[src/design/iir_bandpass_decimator_unit_defines.svh]
// ----------------------------------------------------------------------------
// IIR band-pass decimator assertion macros
// Shared concurrent assertion wrappers for the modules of the decimator.
// ----------------------------------------------------------------------------
`ifndef IIR_BANDPASS_DECIMATOR_UNIT_DEFINES_SVH
`define IIR_BANDPASS_DECIMATOR_UNIT_DEFINES_SVH

// Checked on every rising edge while out of reset.
`define IIRBD_ASSERT(label, prop, msg) \
  label: assert property (@(posedge clk_i) disable iff (!rst_ni) prop) else $error(msg);

// Checked on every rising edge, reset included.
`define IIRBD_ASSERT_ALWAYS(label, prop, msg) \
  label: assert property (@(posedge clk_i) prop) else $error(msg);

`endif

[src/design/iirbd_pkg.sv]
// ----------------------------------------------------------------------------
// IIR band-pass decimator package
// Widths, reset values, register indexes and shared types.
// ----------------------------------------------------------------------------
package iirbd_pkg;

  localparam int unsigned COEF_SHIFT  = 10;
  localparam int unsigned ACC_WIDTH   = 32;

  localparam int unsigned SAMPLE_W    = 16;
  localparam int unsigned RESULT_W    = 32;
  localparam int unsigned POLE_ONE_W  = 12;
  localparam int unsigned POLE_TWO_W  = 10;
  localparam int unsigned EQ_COEF_W   = 10;
  localparam int unsigned DECIM_W     = 7;
  localparam int unsigned PHASE_W     = 6;
  localparam int unsigned CFG_DATA_W  = 12;
  localparam int unsigned CFG_IDX_W   = 2;

  localparam int unsigned DECIM_MAX   = 64;

  // Product widths: a signed coefficient times an accumulator value.
  localparam int unsigned PROD_ONE_W  = POLE_ONE_W + ACC_WIDTH;
  localparam int unsigned PROD_TWO_W  = POLE_TWO_W + 1 + ACC_WIDTH;
  localparam int unsigned PROD_EQ_W   = EQ_COEF_W + 1 + ACC_WIDTH;

  typedef logic        [SAMPLE_W-1:0]   sample_t;
  typedef logic signed [RESULT_W-1:0]   result_t;
  typedef logic signed [ACC_WIDTH-1:0]  acc_t;
  typedef logic        [PHASE_W-1:0]    phase_t;
  typedef logic        [DECIM_W-1:0]    decim_t;
  typedef logic        [CFG_DATA_W-1:0] cfg_data_t;

  localparam logic signed [POLE_ONE_W-1:0] POLE_ONE_RST = POLE_ONE_W'(1204);
  localparam logic [POLE_TWO_W-1:0]        POLE_TWO_RST = POLE_TWO_W'(1023);
  localparam logic [EQ_COEF_W-1:0]         EQ_COEF_RST  = EQ_COEF_W'(979);
  localparam decim_t                       DECIM_RST    = DECIM_W'(40);

  typedef enum logic [CFG_IDX_W-1:0] {
    CFG_POLE_COEF_ONE     = 2'd0,
    CFG_POLE_COEF_TWO     = 2'd1,
    CFG_EQ_COEF           = 2'd2,
    CFG_DECIMATION_FACTOR = 2'd3
  } cfg_idx_e;

  // Coefficients as seen by the filter core; decim is already clamped to 1..64.
  typedef struct packed {
    logic signed [POLE_ONE_W-1:0] pole_coef_one;
    logic [POLE_TWO_W-1:0]        pole_coef_two;
    logic [EQ_COEF_W-1:0]         eq_coef;
    decim_t                       decim;
  } cfg_t;

  // Handshake between the stage control and the filter core.
  typedef struct packed {
    logic fire;
  } core_ctrl_t;

  typedef struct packed {
    logic emit;
  } core_stat_t;

endpackage

[src/design/iirbd_sample_if.sv]
// ----------------------------------------------------------------------------
// IIR band-pass decimator input channel
// Valid/ready channel carrying one raw converter sample per beat.
// ----------------------------------------------------------------------------
interface iirbd_sample_if;
  import iirbd_pkg::*;

  logic    valid;
  logic    ready;
  sample_t adc_sample;

  modport source (output valid, output adc_sample, input ready);
  modport sink   (input valid, input adc_sample, output ready);
endinterface

[src/design/iirbd_result_if.sv]
// ----------------------------------------------------------------------------
// IIR band-pass decimator output channel
// Valid/ready channel carrying one equalised decimated sample per beat.
// ----------------------------------------------------------------------------
interface iirbd_result_if;
  import iirbd_pkg::*;

  logic    valid;
  logic    ready;
  result_t tuned_sample;

  modport source (output valid, output tuned_sample, input ready);
  modport sink   (input valid, input tuned_sample, output ready);
endinterface

[src/design/iirbd_cfg_regs.sv]
// ----------------------------------------------------------------------------
// IIR band-pass decimator configuration registers
// Write-only register file holding the coefficients and decimation factor.
// ----------------------------------------------------------------------------
module iirbd_cfg_regs (
  input  logic                      clk_i,
  input  logic                      rst_ni,
  input  logic                      cfg_we_i,
  input  iirbd_pkg::cfg_idx_e       cfg_idx_i,
  input  iirbd_pkg::cfg_data_t      cfg_data_i,
  output iirbd_pkg::cfg_t           cfg_o
);
  import iirbd_pkg::*;

  logic signed [POLE_ONE_W-1:0] pole_one_q;
  logic [POLE_TWO_W-1:0]        pole_two_q;
  logic [EQ_COEF_W-1:0]         eq_coef_q;
  decim_t                       decim_q;
  decim_t                       decim_clamped;

  always_ff @(posedge clk_i or negedge rst_ni) begin
    if (!rst_ni) begin
      pole_one_q <= POLE_ONE_RST;
      pole_two_q <= POLE_TWO_RST;
      eq_coef_q  <= EQ_COEF_RST;
      decim_q    <= DECIM_RST;
    end else if (cfg_we_i) begin
      unique case (cfg_idx_i)
        CFG_POLE_COEF_ONE:     pole_one_q <= $signed(cfg_data_i[POLE_ONE_W-1:0]);
        CFG_POLE_COEF_TWO:     pole_two_q <= cfg_data_i[POLE_TWO_W-1:0];
        CFG_EQ_COEF:           eq_coef_q  <= cfg_data_i[EQ_COEF_W-1:0];
        CFG_DECIMATION_FACTOR: decim_q    <= cfg_data_i[DECIM_W-1:0];
        default: ;
      endcase
    end
  end

  // A factor of zero behaves as one; anything above the maximum saturates.
  always_comb begin
    if (decim_q == '0) begin
      decim_clamped = DECIM_W'(1);
    end else if (decim_q > DECIM_W'(DECIM_MAX)) begin
      decim_clamped = DECIM_W'(DECIM_MAX);
    end else begin
      decim_clamped = decim_q;
    end
  end

  assign cfg_o = '{
    pole_coef_one: pole_one_q,
    pole_coef_two: pole_two_q,
    eq_coef:       eq_coef_q,
    decim:         decim_clamped
  };

endmodule

[src/design/iirbd_core.sv]
// ----------------------------------------------------------------------------
// IIR band-pass decimator filter core
// Resonator recursion, decimation phase and two-tap equaliser, one sample per fire.
// ----------------------------------------------------------------------------
`include "iir_bandpass_decimator_unit_defines.svh"

module iirbd_core (
  input  logic                  clk_i,
  input  logic                  rst_ni,
  input  iirbd_pkg::cfg_t       cfg_i,
  input  iirbd_pkg::core_ctrl_t ctrl_i,
  input  iirbd_pkg::sample_t    sample_i,
  output iirbd_pkg::core_stat_t stat_o,
  output iirbd_pkg::result_t    result_o
);
  import iirbd_pkg::*;

  acc_t   iir_prev_one_q, iir_prev_one_d;
  acc_t   iir_prev_two_q, iir_prev_two_d;
  acc_t   eq_prev_one_q,  eq_prev_one_d;
  acc_t   eq_prev_two_q,  eq_prev_two_d;
  phase_t phase_q,        phase_d;

  logic signed [PROD_ONE_W-1:0] prod_one, shift_one;
  logic signed [PROD_TWO_W-1:0] prod_two, shift_two;
  logic signed [PROD_EQ_W-1:0]  prod_eq,  shift_eq;
  logic [DECIM_W-1:0]           phase_inc;
  acc_t                         iir_out;
  acc_t                         eq_out;
  logic                         emit;

  // Full-width products; the arithmetic shift gives the floor of the division.
  assign prod_one  = cfg_i.pole_coef_one * iir_prev_one_q;
  assign prod_two  = $signed({1'b0, cfg_i.pole_coef_two}) * iir_prev_two_q;
  assign prod_eq   = $signed({1'b0, cfg_i.eq_coef}) * eq_prev_two_q;
  assign shift_one = prod_one >>> COEF_SHIFT;
  assign shift_two = prod_two >>> COEF_SHIFT;
  assign shift_eq  = prod_eq  >>> COEF_SHIFT;

  // Only the low accumulator bits survive the wrap, so add at that width.
  assign iir_out = acc_t'(ACC_WIDTH'(sample_i)) - shift_one[ACC_WIDTH-1:0]
                   - shift_two[ACC_WIDTH-1:0];
  assign eq_out  = iir_out + shift_eq[ACC_WIDTH-1:0];

  assign phase_inc = DECIM_W'(phase_q) + DECIM_W'(1);
  assign emit      = (phase_inc >= cfg_i.decim);

  always_comb begin
    iir_prev_one_d = iir_prev_one_q;
    iir_prev_two_d = iir_prev_two_q;
    eq_prev_one_d  = eq_prev_one_q;
    eq_prev_two_d  = eq_prev_two_q;
    phase_d        = phase_q;
    if (ctrl_i.fire) begin
      iir_prev_one_d = iir_out;
      iir_prev_two_d = iir_prev_one_q;
      if (emit) begin
        phase_d       = '0;
        eq_prev_one_d = iir_out;
        eq_prev_two_d = eq_prev_one_q;
      end else begin
        phase_d = phase_inc[PHASE_W-1:0];
      end
    end
  end

  always_ff @(posedge clk_i or negedge rst_ni) begin
    if (!rst_ni) begin
      iir_prev_one_q <= '0;
      iir_prev_two_q <= '0;
      eq_prev_one_q  <= '0;
      eq_prev_two_q  <= '0;
      phase_q        <= '0;
    end else begin
      iir_prev_one_q <= iir_prev_one_d;
      iir_prev_two_q <= iir_prev_two_d;
      eq_prev_one_q  <= eq_prev_one_d;
      eq_prev_two_q  <= eq_prev_two_d;
      phase_q        <= phase_d;
    end
  end

  assign stat_o   = '{emit: emit};
  assign result_o = result_t'(eq_out);

  `IIRBD_ASSERT(a_phase_restart, ctrl_i.fire && emit |=> phase_q == '0,
    "Phase did not restart after an emitting sample")
  `IIRBD_ASSERT(a_idle_holds, !ctrl_i.fire |=> $stable(iir_prev_one_q) && $stable(phase_q)
    && $stable(eq_prev_one_q), "Filter state moved without a sample")
  `IIRBD_ASSERT(a_eq_tracks_iir, ctrl_i.fire && emit |=> eq_prev_one_q == iir_prev_one_q,
    "Equaliser history out of step with the resonator")

endmodule

[src/design/iir_bandpass_decimator_unit.sv]
// ----------------------------------------------------------------------------
// IIR band-pass decimator unit
// Two-pole resonator, decimator and two-tap equaliser behind valid/ready channels.
// ----------------------------------------------------------------------------
//   Channel    Direction  Payload                 Beat
//   adc_in     sink       adc_sample   16b uns    one raw converter sample
//   tuned_out  source     tuned_sample 32b signed one result per decimation period
//   cfg        write      12b data, 2b index      one register write
//
// A sample is captured in the input register, processed by the core from there
// and, when it closes a decimation period, lands in the output register. One
// sample is taken per cycle while no result stalls the input register, set by the
// resonator recursion (two multiplies and adds on the fed-back state).
// A full output register stalls only a sample that produces a result.
// Reset clears the filter histories and phase and loads the default coefficients.
// ----------------------------------------------------------------------------
`include "iir_bandpass_decimator_unit_defines.svh"

module iir_bandpass_decimator_unit (
  input  logic                  clk_i,
  input  logic                  rst_ni,
  iirbd_sample_if.sink          adc_in,
  iirbd_result_if.source        tuned_out,
  input  logic                  cfg_we_i,
  input  iirbd_pkg::cfg_idx_e   cfg_idx_i,
  input  iirbd_pkg::cfg_data_t  cfg_data_i
);
  import iirbd_pkg::*;

  cfg_t       cfg;
  core_ctrl_t core_ctrl;
  core_stat_t core_stat;
  result_t    core_result;

  logic    in_valid_q, in_valid_d;
  sample_t in_sample_q;
  logic    out_valid_q, out_valid_d;
  result_t out_data_q;

  logic in_accept;
  logic out_free;
  logic consume;

  iirbd_cfg_regs u_cfg (
    .clk_i      (clk_i),
    .rst_ni     (rst_ni),
    .cfg_we_i   (cfg_we_i),
    .cfg_idx_i  (cfg_idx_i),
    .cfg_data_i (cfg_data_i),
    .cfg_o      (cfg)
  );

  iirbd_core u_core (
    .clk_i    (clk_i),
    .rst_ni   (rst_ni),
    .cfg_i    (cfg),
    .ctrl_i   (core_ctrl),
    .sample_i (in_sample_q),
    .stat_o   (core_stat),
    .result_o (core_result)
  );

  // A sample that yields no result never waits on the output side.
  assign out_free       = !out_valid_q || tuned_out.ready;
  assign consume        = in_valid_q && (!core_stat.emit || out_free);
  assign core_ctrl      = '{fire: consume};
  assign adc_in.ready   = !in_valid_q || consume;
  assign in_accept      = adc_in.valid && adc_in.ready;

  always_comb begin
    in_valid_d = in_valid_q;
    if (in_accept) begin
      in_valid_d = 1'b1;
    end else if (consume) begin
      in_valid_d = 1'b0;
    end
  end

  always_comb begin
    out_valid_d = out_valid_q;
    if (consume && core_stat.emit) begin
      out_valid_d = 1'b1;
    end else if (tuned_out.ready) begin
      out_valid_d = 1'b0;
    end
  end

  always_ff @(posedge clk_i or negedge rst_ni) begin
    if (!rst_ni) begin
      in_valid_q  <= 1'b0;
      out_valid_q <= 1'b0;
    end else begin
      in_valid_q  <= in_valid_d;
      out_valid_q <= out_valid_d;
    end
  end

  always_ff @(posedge clk_i) begin
    if (in_accept) begin
      in_sample_q <= adc_in.adc_sample;
    end
    if (consume && core_stat.emit) begin
      out_data_q <= core_result;
    end
  end

  assign tuned_out.valid        = out_valid_q;
  assign tuned_out.tuned_sample = out_data_q;

  `IIRBD_ASSERT(a_no_overwrite, out_valid_q && !tuned_out.ready |-> !(consume && core_stat.emit),
    "Result register overwritten before its beat was taken")
  `IIRBD_ASSERT(a_stall_blocks_input, in_valid_q && !consume |-> !adc_in.ready,
    "Input taken while the held sample was stalled")
  `IIRBD_ASSERT_ALWAYS(a_fire_needs_sample, consume |-> in_valid_q,
    "Filter fired without a held sample")

endmodule

[src/flat_wrapper.sv]
// flat-port wrapper written by rule: the top's interface ports become plain ports
module iir_bandpass_decimator_unit_flat import iirbd_pkg::*;
  (clk_i, rst_ni, cfg_we_i, cfg_idx_i, cfg_data_i, adc_in_valid, adc_in_adc_sample, adc_in_ready, tuned_out_valid, tuned_out_tuned_sample, tuned_out_ready);
  iirbd_sample_if adc_in_i ();
  iirbd_result_if tuned_out_i ();
  input  logic clk_i;
  input  logic rst_ni;
  input  logic cfg_we_i;
  input  iirbd_pkg::cfg_idx_e cfg_idx_i;
  input  iirbd_pkg::cfg_data_t cfg_data_i;
  input wire logic [$bits(adc_in_i.valid)-1:0] adc_in_valid;
  input wire logic [$bits(adc_in_i.adc_sample)-1:0] adc_in_adc_sample;
  output wire logic [$bits(adc_in_i.ready)-1:0] adc_in_ready;
  output wire logic [$bits(tuned_out_i.valid)-1:0] tuned_out_valid;
  output wire logic [$bits(tuned_out_i.tuned_sample)-1:0] tuned_out_tuned_sample;
  input wire logic [$bits(tuned_out_i.ready)-1:0] tuned_out_ready;
  assign adc_in_i.valid = adc_in_valid;
  assign adc_in_i.adc_sample = adc_in_adc_sample;
  assign adc_in_ready = adc_in_i.ready;
  assign tuned_out_valid = tuned_out_i.valid;
  assign tuned_out_tuned_sample = tuned_out_i.tuned_sample;
  assign tuned_out_i.ready = tuned_out_ready;
  iir_bandpass_decimator_unit u_core (.clk_i(clk_i), .rst_ni(rst_ni), .adc_in(adc_in_i), .tuned_out(tuned_out_i), .cfg_we_i(cfg_we_i), .cfg_idx_i(cfg_idx_i), .cfg_data_i(cfg_data_i));
endmodule
[config.mk]
export PLATFORM = sky130hd
export DESIGN_NAME = iir_bandpass_decimator_unit_flat
export DESIGN_NICKNAME = d
export VERILOG_FILES = /design/src/design/iirbd_pkg.sv /design/src/design/iirbd_sample_if.sv /design/src/design/iirbd_result_if.sv /design/src/design/iirbd_cfg_regs.sv /design/src/design/iirbd_core.sv /design/src/design/iir_bandpass_decimator_unit.sv /design/src/flat_wrapper.sv
export VERILOG_INCLUDE_DIRS = /design/src /design/src/design
export SDC_FILE = /design/constraint.sdc
export NUM_CORES = 2
export LEC_CHECK = 0
export ABC_CLOCK_PERIOD_IN_PS = 10300
export BUFFER_PORTS_ARGS = -buffer_cell sky130_fd_sc_hd__buf_2
export CAP_MARGIN = 20
export CORE_MARGIN = 4
export CORE_UTILIZATION = 25
export DETAILED_ROUTE_END_ITERATION = 7
export GPL_ROUTABILITY_DRIVEN = 0
export PLACE_DENSITY_LB_ADDON = 0.08
export SYNTH_ARGS = -nofsm -noshare
export SYNTH_HDL_FRONTEND = slang
export SYNTH_SLANG_ARGS = --single-unit
[constraint.sdc]
create_clock -name clk_i -period 10.3 [get_ports clk_i]
set_input_delay 0 -clock clk_i [delete_from_list [all_inputs] [get_ports clk_i]]
set_output_delay 0 -clock clk_i [all_outputs]
set_load 0.005 [all_outputs]
Word level (Yosys, flattened, before mapping)

Cells that the tools add are included.

Bits in read-only memories: 0
Bits in latches: 0
Input bits: 35
Output and inout bits: 34
Memories: 0
Bits in writable memories: 0
Flip-flop bits (word level): 223

Multipliers: 3
Divide/modulo/power cells: 0
Add/sub/neg operators: 4
Mux-type cells: 7
Shift operators: 0
Equality and inequality tests: 3
Order comparisons: 2
Bitwise logic cells: 0
Reductions and logical operators: 18

Operators with widths:

| cell                | number |
|---|---|
| $mul 11x32->42      | 2 |
| $mul 12x32->42      | 1 |
| $add 32x32->32      | 1 |
| $sub 16x32->32      | 1 |
| $sub 32x32->32      | 1 |
| $mux 7              | 2 |
| $reduce_and 2->1    | 5 |
| $add 6x1->7 const B | 1 |
| $ge 7x7->1          | 1 |
| $gt 7x7->1 const B  | 1 |
| $logic_not 7->1     | 1 |
| $mux 6              | 1 |
| $eq 2x2->1 const B  | 2 |
| $mux 1              | 4 |
| $reduce_bool 2->1   | 2 |
| $logic_and 1x1->1   | 3 |
| $logic_not 1->1     | 3 |
| $logic_or 1x1->1    | 3 |
| $eq 2x1->1 const B  | 1 |
| $logic_not 2->1     | 1 |

Logic depth before layout (Yosys ltp)

Depth in word-level cells: 10
Depth in mapped cells: 48
Mapped depth without buffers: 47

Modules after synthesis

A second synthesis with hierarchy kept.

Cell total of the unflattened synthesis: 4,541
Area, all modules: 44,147.3 µm²

Modules (own cells, without submodules):

| module                      | sequential area each (µm²) | area an instance (µm²) | instances | cells an instance |
|---|---|---|---|---|
| iirbd_core                  | 3,353.2                    | 41,013.1               | 1         | 4,389 |
| iirbd_cfg_regs              | 1,006.0                    | 1,575.3                | 1         | 94 |
| iir_bandpass_decimator_unit | 1,491.4                    | 1,559.0                | 1         | 58 |

Least setup slack after synthesis

OpenSTA, ideal clock, no wires.

Kind: reg2reg
From: register u_core.u_cfg.pole_two_q[2]
To: register u_core.out_data_q[30], in the netlist u_core.tuned_out.tuned_sample[30], data pin
Slack: -97 ps
Stages on the path, launching flop included: 41
Path buffers: 1
Setup time: 272 ps
Data required time: 10,028 ps
Data arrival time: 10,125 ps
Period minus slack after synthesis: 10,397 ps
Cells stage by stage: dfstp_2 -> clkbuf_1 -> nand2_1 -> fa_1 -> fa_1 -> fa_1 -> inv_1 -> fa_1 -> fa_1 -> ha_1 -> and4_1 -> and2_1 -> a221oi_1 -> o311ai_0 -> o21a_1 -> and2_1 -> o21a_1 -> o21a_1 -> [5 not listed] -> a211oi_1 -> o21ai_1 -> a21o_1 -> a21oi_1 -> xnor2_1 -> ha_1 -> nand2_1 -> o21ai_0 -> nor3b_1 -> o311a_1 -> o21ai_0 -> nor3_1 -> o41ai_1 -> o211ai_2 -> a211oi_1 -> o41ai_1 -> nand3_1 -> o311ai_1

Longest elaborated chain between the ends: 3

Ends and longest elaborated chain:

| what                                | line                               | source |
|---|---|---|
| from (decl)                         | iirbd_cfg_regs.sv:16               | `logic [POLE_TWO_W-1:0] pole_two_q;` |
| from (signal assigned)              | iirbd_cfg_regs.sv:30               | `CFG_POLE_COEF_TWO: pole_two_q <= cfg_data_i[POLE_TWO_W-1:0];` |
| $mul 11x32->42                      | iirbd_core.sv:34                   | `assign prod_two = $signed({1'b0, cfg_i.pole_coef_two}) * iir_prev_two_q;` |
| $sub 32x32->32                      | iirbd_core.sv:42                   | `- shift_two[ACC_WIDTH-1:0];` |
| named net u_core.u_core.iir_out[15] | iirbd_core.sv:28                   | `acc_t iir_out;` |
| $add 32x32->32                      | iirbd_core.sv:43                   | `assign eq_out = iir_out + shift_eq[ACC_WIDTH-1:0];` |
| named net u_core.core_result[30]    | iir_bandpass_decimator_unit.sv:33  | `result_t core_result;` |
| to (signal assigned)                | iir_bandpass_decimator_unit.sv:103 | `out_data_q <= core_result;` |
| to (decl)                           | iir_bandpass_decimator_unit.sv:38  | `result_t out_data_q;` |

The timed path passes the listed nets, and every way through them passes these cells.
A chain may end at the register's enable or synchronous reset.

Worst setup path in the final report

Same ends and word-level chain as after synthesis.

==> impl_metrics.csv <==
group,metric,value,unit
setup_path,r2r-start,"u_core.u_cfg.pole_two_q[2]",
die,die_x,430,µm
global_routing,grt_use_total,0.152,
setup_path,crit_start,"u_core.u_cfg.pole_two_q[2]",
die,io_pins,69,
setup_path,critPathArrivalTime,10.43,ns
detailed_routing,drtIter0Drc,1218,
setup_path,reg2reg_slack,0.28,ns
logic_synthesis,synth_enable_flop_cells,48,
global_routing,grt_antenna_before_repair,2,
clock_tree,cts_sinks,223,
cells_and_area,drive_gt1_frac,0.181,
sta,worstMarginPinSlew,0.927,ns
setup_path,crit_top_cell,"fa_1",
logic_synthesis,ys_types,78,
cells_and_area,fillCellCount,18808,
setup_path,reg2regPathDepth,41,
setup_path,path_max_fanout,5,
clock_tree,cts_root_buffer,"clkbuf_16",
logic_synthesis,synth_fp_nets,5902,
placement,hpwlAfterDp,115000,µm
clock_tree,cts_tree,"yes",
clock_tree,cts.reportedPaths.clkPinSlew,0.06,ns
clock_tree,cts_max_level,2,
detailed_routing,ant_nets,0,
placement,place_inst,7203,
global_routing,grt_max_degree,62,
logic_synthesis,ys_ff_latch,223,
setup_path,crit_cells,41,
sta,rsz0062_at_grt,"true",
setup_path,setup.worst_path.class,"reg -> reg",
setup_path,crit_slowest_cell,"dfstp_2",
placement,port-buffer-count,68,
setup_path,r2r_end,"u_core.tuned_out.tuned_sample[30]",
global_routing,grt-ovfl-total,0,
detailed_routing,avgViaCountPerCell,4.29,
global_routing,grt_pass1_wl,215000,µm
cells_and_area,syn_to_final_growth,19.2,%
cells_and_area,final_cell_count_no_fill,7356,
logic_synthesis,async_flop_share,0.785,
setup_path,critPathTopFamily,"adder cells",
logic_synthesis,synth.yosys.warnings,0,
detailed_routing,wl,137000,µm
outcome,outcome,"completed",
detailed_routing,vias,31559,
sta,hold_viol_final,0,
die,dieArea,185000,µm²
global_routing,grt_pass1_vias,35142,
cells_and_area,nets,6247,
setup_path,startpoint_type,"register",
setup_path,crit_required,10.71,ns
flow_run,timing.max_cap.violations,0,
clock_tree,cts_inserted_buffers,37,
detailed_routing,route.detailed.drc,0,
sta,fmax,99.8,MHz
logic_synthesis,syn_area_per_cell,9.59,µm²
sta,setup_viol_count_final,0,
sta,finalMaxSlewViolations,0,
min_path,hold_class,"in -> reg",
logic_synthesis,synth_seq_area_share,0.131,
die,core_area,177000,µm²
clock_tree,clock_path_buffers,3,
detailed_routing,wl_per_cell,18.6,µm
setup_path,cp_slowest_stage_delay,0.61,ns
sta,min_period,10.02,ns
setup_path,critical_path.endpoint,"u_core.tuned_out.tuned_sample[30]",
setup_path,critPathCaptureType,"register",
die,die_height,430,µm
die,initial_core_util,0.252,
sta,fin_worst_skew,0.0263,ns
sta,post-route-period-util,0.972,
setup_path,path_buf_inv,4,
logic_synthesis,synth_cells,4640,
detailed_routing,drtPass1Iterations,5,
clock_tree,clkLatencyLatePin,0.61,ns
sta,slew_headroom,0.376,
logic_synthesis,ys.flop_type,"dfrtp_1",
logic_synthesis,syn-cell-area,44500,µm²
die,row_count,154,
==> synthesized netlist by cell type, types with 4 or more instances <==
cell / instances / area, µm²
a211oi_1: 18 / 135
a21boi_0: 5 / 37.5
a21o_1: 62 / 465
a21oi_1: 111 / 556
a31oi_1: 6 / 37.5
a32o_1: 5 / 50.1
and2_1: 441 / 2760
and3_1: 10 / 62.6
buf_1: 6 / 22.5
clkbuf_1: 212 / 796
dfrtp_1: 151 / 3780
dfstp_2: 24 / 631
edfxtp_1: 48 / 1440
fa_1: 881 / 17600
ha_1: 346 / 4330
inv_1: 885 / 3320
mux2_2: 160 / 1800
nand2_1: 627 / 2350
nand2b_1: 40 / 250
nand3_1: 24 / 120
nand4_1: 14 / 87.6
nor2_1: 112 / 420
nor2b_1: 20 / 125
nor3_1: 36 / 180
nor4_1: 6 / 37.5
o2111ai_1: 4 / 35.0
o211ai_1: 11 / 82.6
o21a_1: 32 / 240
o21ai_0: 70 / 350
o21bai_1: 14 / 105
o31ai_1: 4 / 30.0
or2_2: 14 / 87.6
or3_1: 7 / 43.8
xnor2_1: 117 / 1020
xor2_1: 49 / 429
==> logic make-up (layout without fill, tap and decap cells) <==
group | Yosys count | after routing | synth area share
DFF | 223 | 223 | 0.131
adders and majority gates | 1227 | 1227 | 0.493
buffers and inverters | 1103 | 1477 | 0.0930
AOI/OAI and AO/OA | 391 | 391 | 0.0581
other | 0 | 2 | 0
muxes | 161 | 161 | 0.0407
xor gates and xnor gates | 168 | 168 | 0.0337
and+or+nand+nor | 1367 | 1367 | 0.150
==> metrics by stage <==
| stage | utilization | hold WS, ns | setup slack, ns | TNS, ns | instance area, µm² |
|---|---|---|---|---|---|
| floorplan | - | -0.296 | 0.0365 | 0 | 44500 |
| global placement | 0.282 | 0.114 | -0.705 | -3.59 | 49900 |
| global route | 0.300 | 0.0440 | -0.117 | -0.308 | 53100 |
| finish | 0.300 | 0.0704 | 0.285 | 0 | 53100 |
| CTS | 0.294 | 0.0124 | 0.00664 | 0 | 51900 |
| detailed placement | 0.283 | 0.115 | -0.687 | -3.29 | 50000 |
==> what timing repair did <==
item	4_1_cts	5_1_grt
gates resized for setup	38	186
gates cloned	0	1
setup buffers	16	33
hold buffers	35	0
endpoints found under the hold margin	122	0
setup endpoints to repair	10	16
pin swaps	6	105
==> metal layers <==
layer  routed length [µm]  up-vias  part of all wire  global-route usage
li1                     -    14847                 -                   -
met1                60900    16375              0.44               0.197
met2                70300      238              0.51               0.273
met3                 2280       99             0.017              0.0129
met4                 3670        0             0.027              0.0359
met5                    0        -                 0                   0
==> state kept, by name (all words and copies together), names as in the netlist <==
name,flops
u_core.in_sample_q,16
u_core.u_core.phase_q,6
u_core.tuned_out.tuned_sample,32
u_core.u_cfg.pole_two_q,10
u_core.u_core.eq_prev_one_q,32
u_core.u_cfg.decim_q,7
u_core.u_cfg.eq_coef_q,10
u_core.in_valid_q,1
u_core.tuned_out.valid,1
u_core.u_core.eq_prev_two_q,32
u_core.u_cfg.pole_one_q,12
u_core.u_core.iir_prev_two_q,32
u_core.u_core.iir_prev_one_q,32
==> layout make-up <==
class                      instances  area (µm²)  area share
timing repair buffer             524        4230      0.0797
antenna                            2        5.00   0.0000943
multi-input combinational       3314       35500       0.668
clock inverter                    17         243     0.00457
clock buffer                      51        1030      0.0194
sequential                       223        5860       0.110
inverter                         885        3320      0.0626
tap                             2340        2930      0.0552
==> worst min path at each step <==
stage                                        to    startpoint  cells past startpoint
2_1_floorplan                 u_core.in_valid_q        rst_ni                      0
3_3_place_gp   u_core.u_core.iir_prev_two_q[31]        rst_ni                      1
3_5_place_dp   u_core.u_core.iir_prev_two_q[31]        rst_ni                      1
4_1_cts              u_core.u_cfg.pole_one_q[8]  cfg_idx_i[0]                      4
5_1_grt              u_core.u_cfg.pole_one_q[8]  cfg_idx_i[0]                      4
6_report             u_core.u_cfg.pole_one_q[7]  cfg_idx_i[0]                      4
==> cells in the final DEF, fill, tap and decap left out, types with 17 or more instances in the layout <==
cell,n
dfrtp_1,145
ha_1,324
a21oi_2,18
o21a_1,31
nor3_1,34
buf_12,19
nand3_1,21
dlygate4sd3_1,34
buf_4,381
a21oi_1,92
inv_1,878
nor2_1,103
clkbuf_16,39
nand2_1,622
buf_2,67
nand2b_1,40
fa_1,869
ha_4,21
dfstp_2,24
nor2b_1,17
mux2_2,160
edfxtp_1,48
xnor2_1,105
xor2_1,46
and2_1,435
a21o_1,62
o21ai_0,54
==> worst min-delay path: cells and delay by family <==
kind | cells | cell delay [ns]
buf+inv | 2 | 0.32
mux | 1 | 0.26
simple gates | 1 | 0.05
Power is left out: the tool's default activity adds up to more than one toggle a clock period on the data nets, which glitch-free logic cannot reach.
